<file path="config.mk">
export PLATFORM = sky130hd
export DESIGN_NAME = cka_ctrl
export DESIGN_NICKNAME = d
export VERILOG_FILES = /design/src/design/cka_pkg.sv /design/src/design/cka_ctrl.sv
export SDC_FILE = /design/constraint.sdc
export NUM_CORES = 1
export LEC_CHECK = 0
export BUFFER_PORTS_ARGS = -buffer_cell sky130_fd_sc_hd__buf_2
export CORE_AREA = 4 4 41 43
export DETAILED_ROUTE_END_ITERATION = 6
export DIE_AREA = 0 0 45 47
export GPL_ROUTABILITY_DRIVEN = 1
export PLACE_DENSITY = 0.7
export SETUP_SLACK_MARGIN = 0.2
export SYNTH_ARGS = -nofsm -noshare
export SYNTH_HDL_FRONTEND = slang
export SYNTH_SLANG_ARGS = --single-unit
</file>
<file path="constraint.sdc">
create_clock -name clk -period 2.11 [get_ports clk]
set_clock_uncertainty 0.2 [all_clocks]
set_input_delay 0.1055 -clock clk [delete_from_list [all_inputs] [get_ports clk]]
set_output_delay 0.1055 -clock clk [all_outputs]
set_load 0.02 [all_outputs]
</file>
<file path="src/design/cka_pkg.sv">
// ---------------------------------------------------------------------------
// cache key allocator package
// sizes, status codes and the control/status bundles between fsm and datapath
// ---------------------------------------------------------------------------
package cka_pkg;

  localparam int NUM_KEYS    = 255;
  localparam int COUNT_WIDTH = 8;
  localparam int KEY_W       = 8;
  localparam int IDX_W       = $clog2(NUM_KEYS);
  localparam int KEY_CMP_W   = (IDX_W > KEY_W) ? IDX_W : KEY_W;

  // mark scan: groups of GRP_W marks, padded so at least one pad bit exists
  localparam int GRP_W      = 16;
  localparam int GRP_POS_W  = $clog2(GRP_W);
  localparam int NUM_GRP    = NUM_KEYS / GRP_W + 1;
  localparam int GRP_SEL_W  = (NUM_GRP > 1) ? $clog2(NUM_GRP) : 1;
  localparam int NUM_GRP_P  = 1 << GRP_SEL_W;
  localparam int PAD_W      = NUM_GRP_P * GRP_W;

  localparam int MEM_AW     = IDX_W + 1;

  localparam int IN_TDATA_W  = 16;
  localparam int OUT_TDATA_W = 16;

  typedef logic [2:0] cka_status_t;

  localparam cka_status_t ST_OK             = 3'd0;
  localparam cka_status_t ST_NO_KEY         = 3'd1;
  localparam cka_status_t ST_CODE_UNDERFLOW = 3'd2;
  localparam cka_status_t ST_DATA_NONZERO   = 3'd3;
  localparam cka_status_t ST_INVALID        = 3'd4;

  localparam logic OP_ALLOC   = 1'b0;
  localparam logic OP_RELEASE = 1'b1;
  localparam logic POOL_CODE  = 1'b0;
  localparam logic POOL_DATA  = 1'b1;

  typedef struct packed {
    logic latch_in;
    logic scan_grp;
    logic scan_pick;
    logic rebuild;
    logic commit;
    logic no_key;
    logic rd;
    logic upd;
    logic out_load;
  } cka_cmd_t;

  typedef struct packed {
    logic is_alloc;
    logic found;
    logic purged;
  } cka_sts_t;

  // position of the lowest clear bit, GRP_W-1 when none is clear
  function automatic logic [GRP_POS_W-1:0] lowest_zero(input logic [GRP_W-1:0] v);
    logic [GRP_POS_W-1:0] pos;
    pos = GRP_POS_W'(GRP_W - 1);
    for (int i = GRP_W - 1; i >= 0; i--) begin
      if (!v[i]) pos = GRP_POS_W'(i);
    end
    return pos;
  endfunction

endpackage

</file>
<file path="src/design/cka_ctrl.sv">
// ---------------------------------------------------------------------------
// cache key allocator controller
// sequences scan, purge retry, count update and result hand-off
// ---------------------------------------------------------------------------
module cka_ctrl (
  input  logic              clk,
  input  logic              rst_n,
  input  logic              in_tvalid,
  output logic              in_tready,
  output logic              out_tvalid,
  input  logic              out_tready,
  input  cka_pkg::cka_sts_t sts,
  output cka_pkg::cka_cmd_t cmd
);
  import cka_pkg::*;

  typedef enum logic [6:0] {
    S_IDLE = 7'b0000001,
    S_GRP  = 7'b0000010,
    S_PICK = 7'b0000100,
    S_EVAL = 7'b0001000,
    S_RD   = 7'b0010000,
    S_UPD  = 7'b0100000,
    S_DONE = 7'b1000000
  } state_t;

  state_t state_r, state_nxt;
  logic   out_valid_r, out_valid_nxt;

  assign in_tready  = (state_r == S_IDLE);
  assign out_tvalid = out_valid_r;

  always_comb begin
    state_nxt     = state_r;
    out_valid_nxt = out_valid_r;
    cmd           = '0;
    if (out_valid_r && out_tready) out_valid_nxt = 1'b0;
    case (state_r)
      S_IDLE: begin
        if (in_tvalid) begin
          cmd.latch_in = 1'b1;
          state_nxt    = S_GRP;
        end
      end
      S_GRP: begin
        cmd.scan_grp = 1'b1;
        state_nxt    = S_PICK;
      end
      S_PICK: begin
        cmd.scan_pick = 1'b1;
        state_nxt     = S_EVAL;
      end
      S_EVAL: begin
        if (sts.found) begin
          cmd.commit = 1'b1;
          state_nxt  = S_DONE;
        end else if (!sts.purged) begin
          // purge: marks follow the live counts, then scan again
          cmd.rebuild = 1'b1;
          state_nxt   = S_GRP;
        end else begin
          cmd.no_key = 1'b1;
          state_nxt  = S_DONE;
        end
      end
      S_RD: begin
        cmd.rd    = 1'b1;
        state_nxt = S_UPD;
      end
      S_UPD: begin
        cmd.upd   = 1'b1;
        state_nxt = S_DONE;
      end
      S_DONE: begin
        if (!out_valid_r || out_tready) begin
          cmd.out_load  = 1'b1;
          out_valid_nxt = 1'b1;
          state_nxt     = S_IDLE;
        end
      end
      default: begin
        state_nxt = S_IDLE;
      end
    endcase
    // release requests skip the scan
    if (state_r == S_GRP && !sts.is_alloc) begin
      cmd.scan_grp = 1'b0;
      state_nxt    = S_RD;
    end
  end

  always_ff @(posedge clk) begin
    if (!rst_n) begin
      state_r     <= S_IDLE;
      out_valid_r <= 1'b0;
    end else begin
      state_r     <= state_nxt;
      out_valid_r <= out_valid_nxt;
    end
  end

endmodule

</file>
==> results of run 1 <==
==> worst register-to-register path, cell delays in order (launching register included) <==
cell and delay, ns:
dfxtp_1 0.37, nor2_1 0.25, o211ai_1 0.13, a311oi_1 0.35, o221ai_1 0.15
==> power by group <==
group / leakage (nW) / switching (mW) / internal [mW]
sequential: 0.0654 / 0.0613 / 0.181
combinational: 0.273 / 0.184 / 0.173
clock: 0.0138 / 0.0444 / 0.0645
total: 0.352 / 0.290 / 0.418
==> sequential cells by signal, indices dropped and copies added, names as in the netlist <==
| register | cells |
|---|---|
| state_r | 7 |
| out_tvalid | 1 |
==> repair_timing <==
item | 4_1_cts | 5_1_grt
setup endpoints to repair | 1 | 2
hold buffers | 5 | 0
pin swaps | 1 | 2
hold endpoints to repair | 8 | 0
resized for setup | 0 | 3
setup buffers | 1 | 2
==> cell usage after synthesis (2+ instances only) <==
cell type / number / area share [%]
nand3b_1: 2 / 2.9
dfxtp_1: 8 / 31
nor3b_1: 2 / 2.9
nand3_1: 3 / 2.9
inv_1: 5 / 3.6
nor2_1: 10 / 7.2
nand2_1: 2 / 1.4
nor2b_1: 3 / 3.6
nor3_2: 2 / 3.8
nand2b_1: 2 / 2.4
==> through the flow <==
step | utilization (%) | area, µm²
2_1_floorplan | - | 523
3_3_place_gp | 48.2 | 627
3_5_place_dp | 48.2 | 627
4_1_cts | 54.3 | 707
5_1_grt | 56.1 | 729
6_report | 56.1 | 729
==> final timing paths <==
| check | from | endpoint | slack (ns) | cells after the start |
|---|---|---|---|---|
| setup / recovery | state_r[5]$_SDFFE_PP0P_ | cmd[4] | 0.26 | 5 |
| hold / removal | sts[1] | state_r[1]$_SDFFE_PP0P_ | 0.04 | 3 |
| setup reg to reg | state_r[4]$_SDFFE_PN0P_ | state_r[0]$_SDFFE_PN1P_ | 0.53 | 4 |
| hold reg to reg | out_tvalid$_SDFF_PN0_ | out_tvalid$_SDFF_PN0_ | 0.34 | 2 |
==> cells by family after synthesis <==
group | synth area share (%)
simple gates | 45.0
compound gates | 19.1
flops | 30.6
buf+inv | 3.59
xor+xnor | 1.67
==> per-layer routing <==
| layer | global-route usage (%) | vias up |
|---|---|---|
| met4 | 10.5 | 0 |
| li1 | - | 271 |
| met3 | 1.53 | 2 |
| met1 | 13.0 | 235 |
| met5 | 0 | - |
| met2 | 24.6 | 16 |
==> area by class of cell <==
type / instances / area, µm² / share of cell area (%)
clock buffer: 3 / 22.5 / 3.09
inverter: 5 / 18.8 / 2.57
multi-input combinational: 46 / 349 / 47.9
sequential: 8 / 163 / 22.3
tap: 15 / 18.8 / 2.57
timing repair buffer: 25 / 158 / 21.6
==> run_results.csv, run 1 <==
group,metric,value,unit
route,routed_wl,1.29,mm
route,vias,524,
pwr,ir_worst_vdd,0.000751,V
critical_path,cp_max_fo,5,
global_route,grt_pass1_vias,495,
clocking,cts_root_buf,"clkbuf_4",
status,status,"finished, final reports clean",
route,vias_per_cell,5.14,
place,post-place-cells,91,
route,firstDrtPassIters,4,
critical_path,arrival,1.55,ns
place,dpl_worst_slack,0.451,ns
synthesis,synth-edff-count,0,
synthesis,syn_area,523,µm²
synthesis,async_flop_share,0,%
critical_path,crit_path_start_kind,"flip-flop",
final_layout,drive_above_1_share,37.9,%
timing,setup_violations,0,
synthesis,synth_seq_area_share,30.6,%
pwr,power.leakage,0.352,nW
timing,tns,0,ns
clocking,numCtsBuffers,3,
worst_hold_path,hold_class,"input pin to flip-flop",
synthesis,synth_ff_type,"dfxtp_1",
critical_path,crit_type,"flip-flop to primary output",
timing,rsz0062_at_grt,"no",
final_layout,syn_to_final_growth,39.5,%
synthesis,avgSynthCellArea,8.86,µm²
pwr,power_density,971,mW/mm²
place,port_buffers,17,
synthesis,synth_cell_types,30,
route,maxUsedRoutingLayer,"met4",
timing,worst_pin_slew,0.306,ns
global_route,grt_start_max_net_pins,8,
global_route,antenna_found_initial,0,
route,ant_nets,0,
synthesis,synth_cells,59,
pwr,p_total,0.708,mW
clocking,clk_latency,0.25,ns
global_route,grt_pass1_wl,1.99,mm
critical_path,critPathSlowestCell,"dfxtp_2",
timing,slew_headroom,79.4,%
global_route,grt.total_usage,13.1,%
route,dr_wl_met3,56,µm
final_layout,final_cells,102,
critical_path,critical_path_buf_inv_count,2,
final_layout,antenna_cells,0,
final_layout,final_common_cell,"buf_2",
clocking,h-tree-depth,1,
route,drc,0,
place,globalplace.congestion,0.783,
floorplanning,ioPinCount,18,
route,wl_met1,518,µm
synthesis,ys_ff_latch,8,
synthesis,yosysWarnings,0,
clocking,clockBufferDepth,2,
floorplanning,die-area,0.00212,mm²
clocking,path_clk_slew,0.05,ns
floorplanning,die_width,45,µm
critical_path,path_delay_family,"simple AND/OR/NAND/NOR gates",
synthesis,synth_nets,66,
clocking,cts_tree,"yes",
floorplanning,initial_core_util,40.2,%
final_layout,n_fill_cell,123,
timing,period_needed,1.85,ns
critical_path,cp.required,1.80,ns
final_layout,final_cell_mix,"buf_2, nor2_1, dfxtp_1",
floorplanning,rows,13,
clocking,clock_sinks,8,
route,post_drt_wl_per_cell,12.7,µm
timing,drv_slew,0,
route,met2_length,702,µm
timing,hold_viol_final,0,
critical_path,crit_chain,"nor4_4, nand4bb_2, buf_4, nor2_1, buf_2",
route,first_iter_violations,5,
global_route,overflow,0,
timing,period_share,87.8,%
timing,max_clock_freq,540,MHz
job,maxCapViolations,0,
timing,holdWs,0.0443,ns
place,dp_hpwl,942,µm
critical_path,cp_slowest_stage_delay,0.35,ns
final_layout,final_nets,96,
timing,layout_setup_ws,0.257,ns
floorplanning,fp.dieH,47,µm
critical_path,endpoint_kind,"primary output",
floorplanning,coreArea,0.00130,mm²
Note: power is estimated with default switching activity, not from simulation.
==> inputs of run 2 (changes only) <==
--- a/config.mk
+++ b/config.mk
@@ -6,12 +6,16 @@
 export NUM_CORES = 1
 export LEC_CHECK = 0
 export BUFFER_PORTS_ARGS = -buffer_cell sky130_fd_sc_hd__buf_2
-export CORE_AREA = 4 4 41 43
+export CAP_MARGIN = 20
+export CELL_PAD_IN_SITES_DETAIL_PLACEMENT = 2
+export CELL_PAD_IN_SITES_GLOBAL_PLACEMENT = 2
+export CORE_MARGIN = 4
+export CORE_UTILIZATION = 28
 export DETAILED_ROUTE_END_ITERATION = 6
-export DIE_AREA = 0 0 45 47
 export GPL_ROUTABILITY_DRIVEN = 1
-export PLACE_DENSITY = 0.7
+export PLACE_DENSITY = 0.83
 export SETUP_SLACK_MARGIN = 0.2
 export SYNTH_ARGS = -nofsm -noshare
 export SYNTH_HDL_FRONTEND = slang
 export SYNTH_SLANG_ARGS = --single-unit
+export TNS_END_PERCENT = 10
==> run_results.csv, run 2 (synthesis gave the netlist of run 1 again) <==
group,metric,value,unit
status,status,"finished, final reports clean",
route,vias,588,
timing,hold_viol_final,0,
floorplanning,die_width,51.2,µm
clocking,cts_tree,"yes",
floorplanning,fp.dieH,51.2,µm
timing,rsz0062_at_grt,"yes",
final_layout,syn_to_final_growth,48.6,%
critical_path,crit_path_start_kind,"flip-flop",
floorplanning,initial_core_util,30.0,%
critical_path,rrSetupSlack,0.31,ns
final_layout,drive_above_1_share,40.7,%
final_layout,multi_input_area,390,µm²
pwr,ir_worst_vdd,0.000480,V
critical_path,r2r_cells,5,
pwr,power_density,1040,mW/mm²
final_layout,antenna_cells,0,
clocking,clk_latency,0.26,ns
critical_path,crit_type,"flip-flop to primary output",
timing,tns,0,ns
global_route,antenna_found_initial,0,
place,dp_hpwl,1.24,mm
final_layout,largest_register_ffs,7,
route,firstDrtPassIters,4,
critical_path,worst_r2r_endpoint,"state_r[0]$_SDFFE_PN1P_",
route,ant_nets,0,
final_layout,largest_register,"state_r",
pwr,p_clk_share,14.8,%
pwr,swShare,44.7,%
place,globalplace.congestion,0.750,
critical_path,crit_chain,"nor2b_1, nand3_1, nor2_1, buf_2",
critical_path,endpoint,"cmd[7]",
global_route,overflow,0,
final_layout,final_cells,111,
critical_path,cp_max_fo,7,
final_layout,final_nets,95,
route,post_drt_wl_per_cell,20.0,µm
pwr,power.share.combinational,53.0,%
place,post-place-cells,101,
critical_path,cp-startpoint,"state_r[1]$_SDFFE_PP0P_",
timing,worst_pin_slew,0.409,ns
final_layout,final_common_cell,"buf_2",
pwr,p_seq_share,32.2,%
global_route,grt_pass1_wl,3.44,mm
critical_path,critPathSlowestCell,"dfxtp_2",
final_layout,final_cell_mix,"buf_2, nor2_1, inv_1, dlygate4sd3_1, dfxtp_1",
timing,period_needed,1.87,ns
floorplanning,die-area,0.00262,mm²
final_layout,regArea,164,µm²
timing,holdWs,0.0517,ns
floorplanning,ioPinCount,18,
route,routed_wl,2.22,mm
critical_path,cp.required,1.80,ns
route,drc,0,
timing,slew_headroom,72.7,%
final_layout,n_fill_cell,191,
floorplanning,rows,15,
clocking,clockBufferDepth,2,
clocking,cts_root_buf,"clkbuf_4",
route,first_iter_violations,6,
pwr,internal-power,0.448,mW
global_route,grt_pass1_vias,663,
clocking,h-tree-depth,1,
final_layout,finish.utilization,44.5,%
timing,layout_setup_ws,0.236,ns
critical_path,cp_slowest_stage_delay,0.44,ns
clocking,path_clk_slew,0.05,ns
timing,period_share,88.8,%
timing,max_clock_freq,534,MHz
job,maxCapViolations,0,
critical_path,arrival,1.57,ns
clocking,clock_sinks,8,
pwr,power_switching,0.362,mW
place,dpl_worst_slack,0.423,ns
floorplanning,coreArea,0.00175,mm²
pwr,power.leakage,0.356,nW
worst_hold_path,hold_class,"input pin to flip-flop",
clocking,numCtsBuffers,3,
critical_path,endpoint_kind,"primary output",
place,port_buffers,17,
timing,drv_slew,0,
timing,setup_violations,0,
global_route,grt.total_usage,18.4,%
route,vias_per_cell,5.30,
global_route,grt_start_max_net_pins,8,
critical_path,worstReg2RegStart,"state_r[4]$_SDFFE_PN0P_",
-- run 2: worst min path at each step --
stage,slack (ns),cells past startpoint,endpoint,start
finish,0.05,3,state_r[1]$_SDFFE_PP0P_,sts[1]
detailed placement,0.09,2,state_r[4]$_SDFFE_PN0P_,sts[2]
global route,0.08,3,state_r[1]$_SDFFE_PP0P_,sts[1]
global placement,0.08,2,state_r[4]$_SDFFE_PN0P_,sts[2]
floorplan,-0.02,1,state_r[4]$_SDFFE_PN0P_,sts[2]
CTS,0.03,3,state_r[1]$_SDFFE_PP0P_,sts[1]
-- run 2: layout make-up --
type                       count  share of cell area [%]
multi-input combinational     46                    50.2
sequential                     8                    21.1
timing repair buffer          24                    19.3
tap                           25                    4.03
clock buffer                   3                    2.90
inverter                       5                    2.42
-- run 2: power groups by stage --
stage                     Sequential (mW)  Combinational, mW  Clock, mW
final                               0.261              0.429      0.120
after CTS                           0.243              0.360      0.121
after detailed placement            0.246              0.341          0
after floorplan                     0.230              0.254          0
after global placement              0.240              0.334          0
after global routing                0.267              0.465      0.125
-- run 2: routing by layer --
layer  global-route usage [%]  vias to the layer above  part of all wire, %
met5                        0                        -                    0
met4                     7.42                        0                  1.1
met3                     3.50                        4                  3.2
met2                     35.8                       14                   55
met1                     18.9                      299                   40
li1                         -                      271                    -
-- run 2: worst max-delay path, delay by kind of cell (launching register included) --
| family | cells | cell delay, ns |
|---|---|---|
| simple gates | 3 | 0.66 |
| flops | 1 | 0.44 |
| buf+inv | 1 | 0.20 |
-- run 2: metrics by stage --
step / instance area (µm²) / total power, mW
3_3_place_gp: 639 / 0.574
4_1_cts: 724 / 0.725
3_5_place_dp: 639 / 0.587
6_report: 777 / 0.809
5_1_grt: 777 / 0.857
2_1_floorplan: 523 / 0.484
-- run 2: timing repair --
item                                    4_1_cts  5_1_grt
endpoints found under the setup margin        1        8
gates resized for setup                       1        8
setup buffers                                 1        1
hold buffers                                  5        0
hold endpoints to repair                      8        0
pin swaps                                     1        3
==> inputs of run 3 (changes only) <==
--- a/config.mk
+++ b/config.mk
@@ -13,7 +13,7 @@
 export CORE_UTILIZATION = 28
 export DETAILED_ROUTE_END_ITERATION = 6
 export GPL_ROUTABILITY_DRIVEN = 1
-export PLACE_DENSITY = 0.83
+export PLACE_DENSITY = 0.81
 export SETUP_SLACK_MARGIN = 0.2
 export SYNTH_ARGS = -nofsm -noshare
 export SYNTH_HDL_FRONTEND = slang
==> run_results.csv, run 3 (synthesis gave the netlist of run 1 again) <==
group,metric,value,unit
status,status,"finished, final reports clean",
route,post_drt_wl_per_cell,16.5,µm
critical_path,r2r_cells,5,
timing,drv_slew,0,
floorplanning,fp.dieH,51.2,µm
critical_path,worst-path-stages,4,
route,ant_nets,0,
route,vias_per_cell,5.04,
global_route,grt_pass1_wl,2.97,mm
clocking,clockBufferDepth,2,
critical_path,critPathSlowestCell,"dfxtp_1",
global_route,grt.total_usage,15.2,%
global_route,grt_pass1_vias,596,
final_layout,final_common_cell,"buf_2",
critical_path,crit_type,"flip-flop to primary output",
floorplanning,initial_core_util,30.0,%
place,port_buffers,17,
critical_path,critical_path_buf_inv_count,1,
floorplanning,die-area,0.00262,mm²
final_layout,fin_area,717,µm²
final_layout,final_nets,93,
timing,period_share,88.8,%
floorplanning,coreArea,0.00175,mm²
timing,rsz0062_at_grt,"yes",
pwr,p_seq_share,32.5,%
timing,worst_pin_slew,0.341,ns
critical_path,arrival,1.57,ns
timing,layout_setup_ws,0.237,ns
clocking,path_clk_slew,0.06,ns
job,maxCapViolations,0,
clocking,numCtsBuffers,3,
floorplanning,ioPinCount,18,
timing,tns,0,ns
critical_path,crit_chain,"nor4_4, nand4bb_2, nor3b_2, buf_4",
pwr,p_clk_share,15.8,%
pwr,power.share.combinational,51.7,%
timing,max_clock_freq,534,MHz
critical_path,endpoint_kind,"primary output",
place,globalplace.congestion,0.721,
final_layout,antenna_cells,0,
final_layout,largest_register_ffs,7,
timing,hold_viol_final,0,
clocking,clk_latency,0.26,ns
clocking,h-tree-depth,1,
critical_path,path_delay_family,"simple AND/OR/NAND/NOR gates",
place,dpl_worst_slack,0.429,ns
final_layout,final_cell_mix,"buf_2, nor2_1, dfxtp_1",
critical_path,crit_path_start_kind,"flip-flop",
pwr,internal-power,0.423,mW
final_layout,largest_register,"state_r",
critical_path,cp.required,1.80,ns
floorplanning,rows,15,
global_route,antenna_found_initial,0,
route,firstDrtPassIters,4,
clocking,cts_tree,"yes",
timing,setup_violations,0,
pwr,swShare,44.0,%
timing,period_needed,1.87,ns
pwr,ir_worst_vdd,0.000456,V
clocking,clock_sinks,8,
worst_hold_path,hold_class,"input pin to flip-flop",
route,vias,549,
global_route,grt_start_max_net_pins,8,
route,drc,0,
timing,slew_headroom,77.2,%
pwr,power_density,1060,mW/mm²
route,first_iter_violations,7,
final_layout,syn_to_final_growth,37.1,%
route,routed_wl,1.80,mm
clocking,cts_root_buf,"clkbuf_4",
pwr,p_total,0.756,mW
pwr,power_switching,0.333,mW
place,dpl-instance-area,639,µm²
critical_path,cp_slowest_stage_delay,0.38,ns
global_route,overflow,0,
floorplanning,die_width,51.2,µm
worst_hold_path,hold_depth,3,
pwr,power.leakage,0.342,nW
final_layout,finish.utilization,41.1,%
place,dp_hpwl,1.32,mm
final_layout,drive_above_1_share,36.9,%
critical_path,cp_max_fo,5,
## run 3: power by group through the flow
stage / clock network [mW] / registers (mW) / logic [mW]
6_report: 0.119 / 0.246 / 0.391
3_5_place_dp: 0 / 0.246 / 0.341
3_3_place_gp: 0 / 0.241 / 0.331
4_1_cts: 0.122 / 0.243 / 0.362
2_1_floorplan: 0 / 0.230 / 0.254
5_1_grt: 0.134 / 0.250 / 0.428
## run 3: layout make-up
cell class              count  area, µm²
clock buffers               3       22.5
inverters                   5       18.8
well taps                  25       31.3
multi-input cells          46        352
fillers                   209       1030
repair buffers             22        133
flip-flops and latches      8        160
## run 3: routing by layer
layer  up-vias  share of wire (%)  GRT usage [%]
met5         -                  0              0
met4         0                1.4           6.55
met3         3                4.2           3.79
met2        16                 50           25.5
met1       266                 44           18.3
li1        264                  -              -
## run 3: final timing paths
path                      startpoint                      end  slack, ns
max          state_r[5]$_SDFFE_PP0P_                   cmd[3]       0.24
min                       out_tready    out_tvalid$_SDFF_PN0_      0.002
max reg2reg  state_r[5]$_SDFFE_PP0P_  state_r[0]$_SDFFE_PN1P_       0.37
min reg2reg    out_tvalid$_SDFF_PN0_    out_tvalid$_SDFF_PN0_       0.36
## run 3: repair_timing
item | CTS | global route
buffers inserted | 1 | 1
pin swaps | 1 | 1
resized for setup | 2 | 1
endpoints found under the setup margin | 1 | 6
hold buffers | 3 | 0
hold endpoints to repair | 7 | 0
## run 3: through the flow
stage / hold WS, ns / std cells
final: 0.00214 / 109
after CTS: 0.00367 / 108
after detailed placement: 0.0897 / 101
after global routing: 0.0132 / 109
after floorplan: -0.0187 / 59
after global placement: 0.0823 / 101
## run 3: worst min-delay path, cell delays in order
cell      delay, ns
buf_2          0.08
nand2b_1       0.14
a21boi_1       0.08
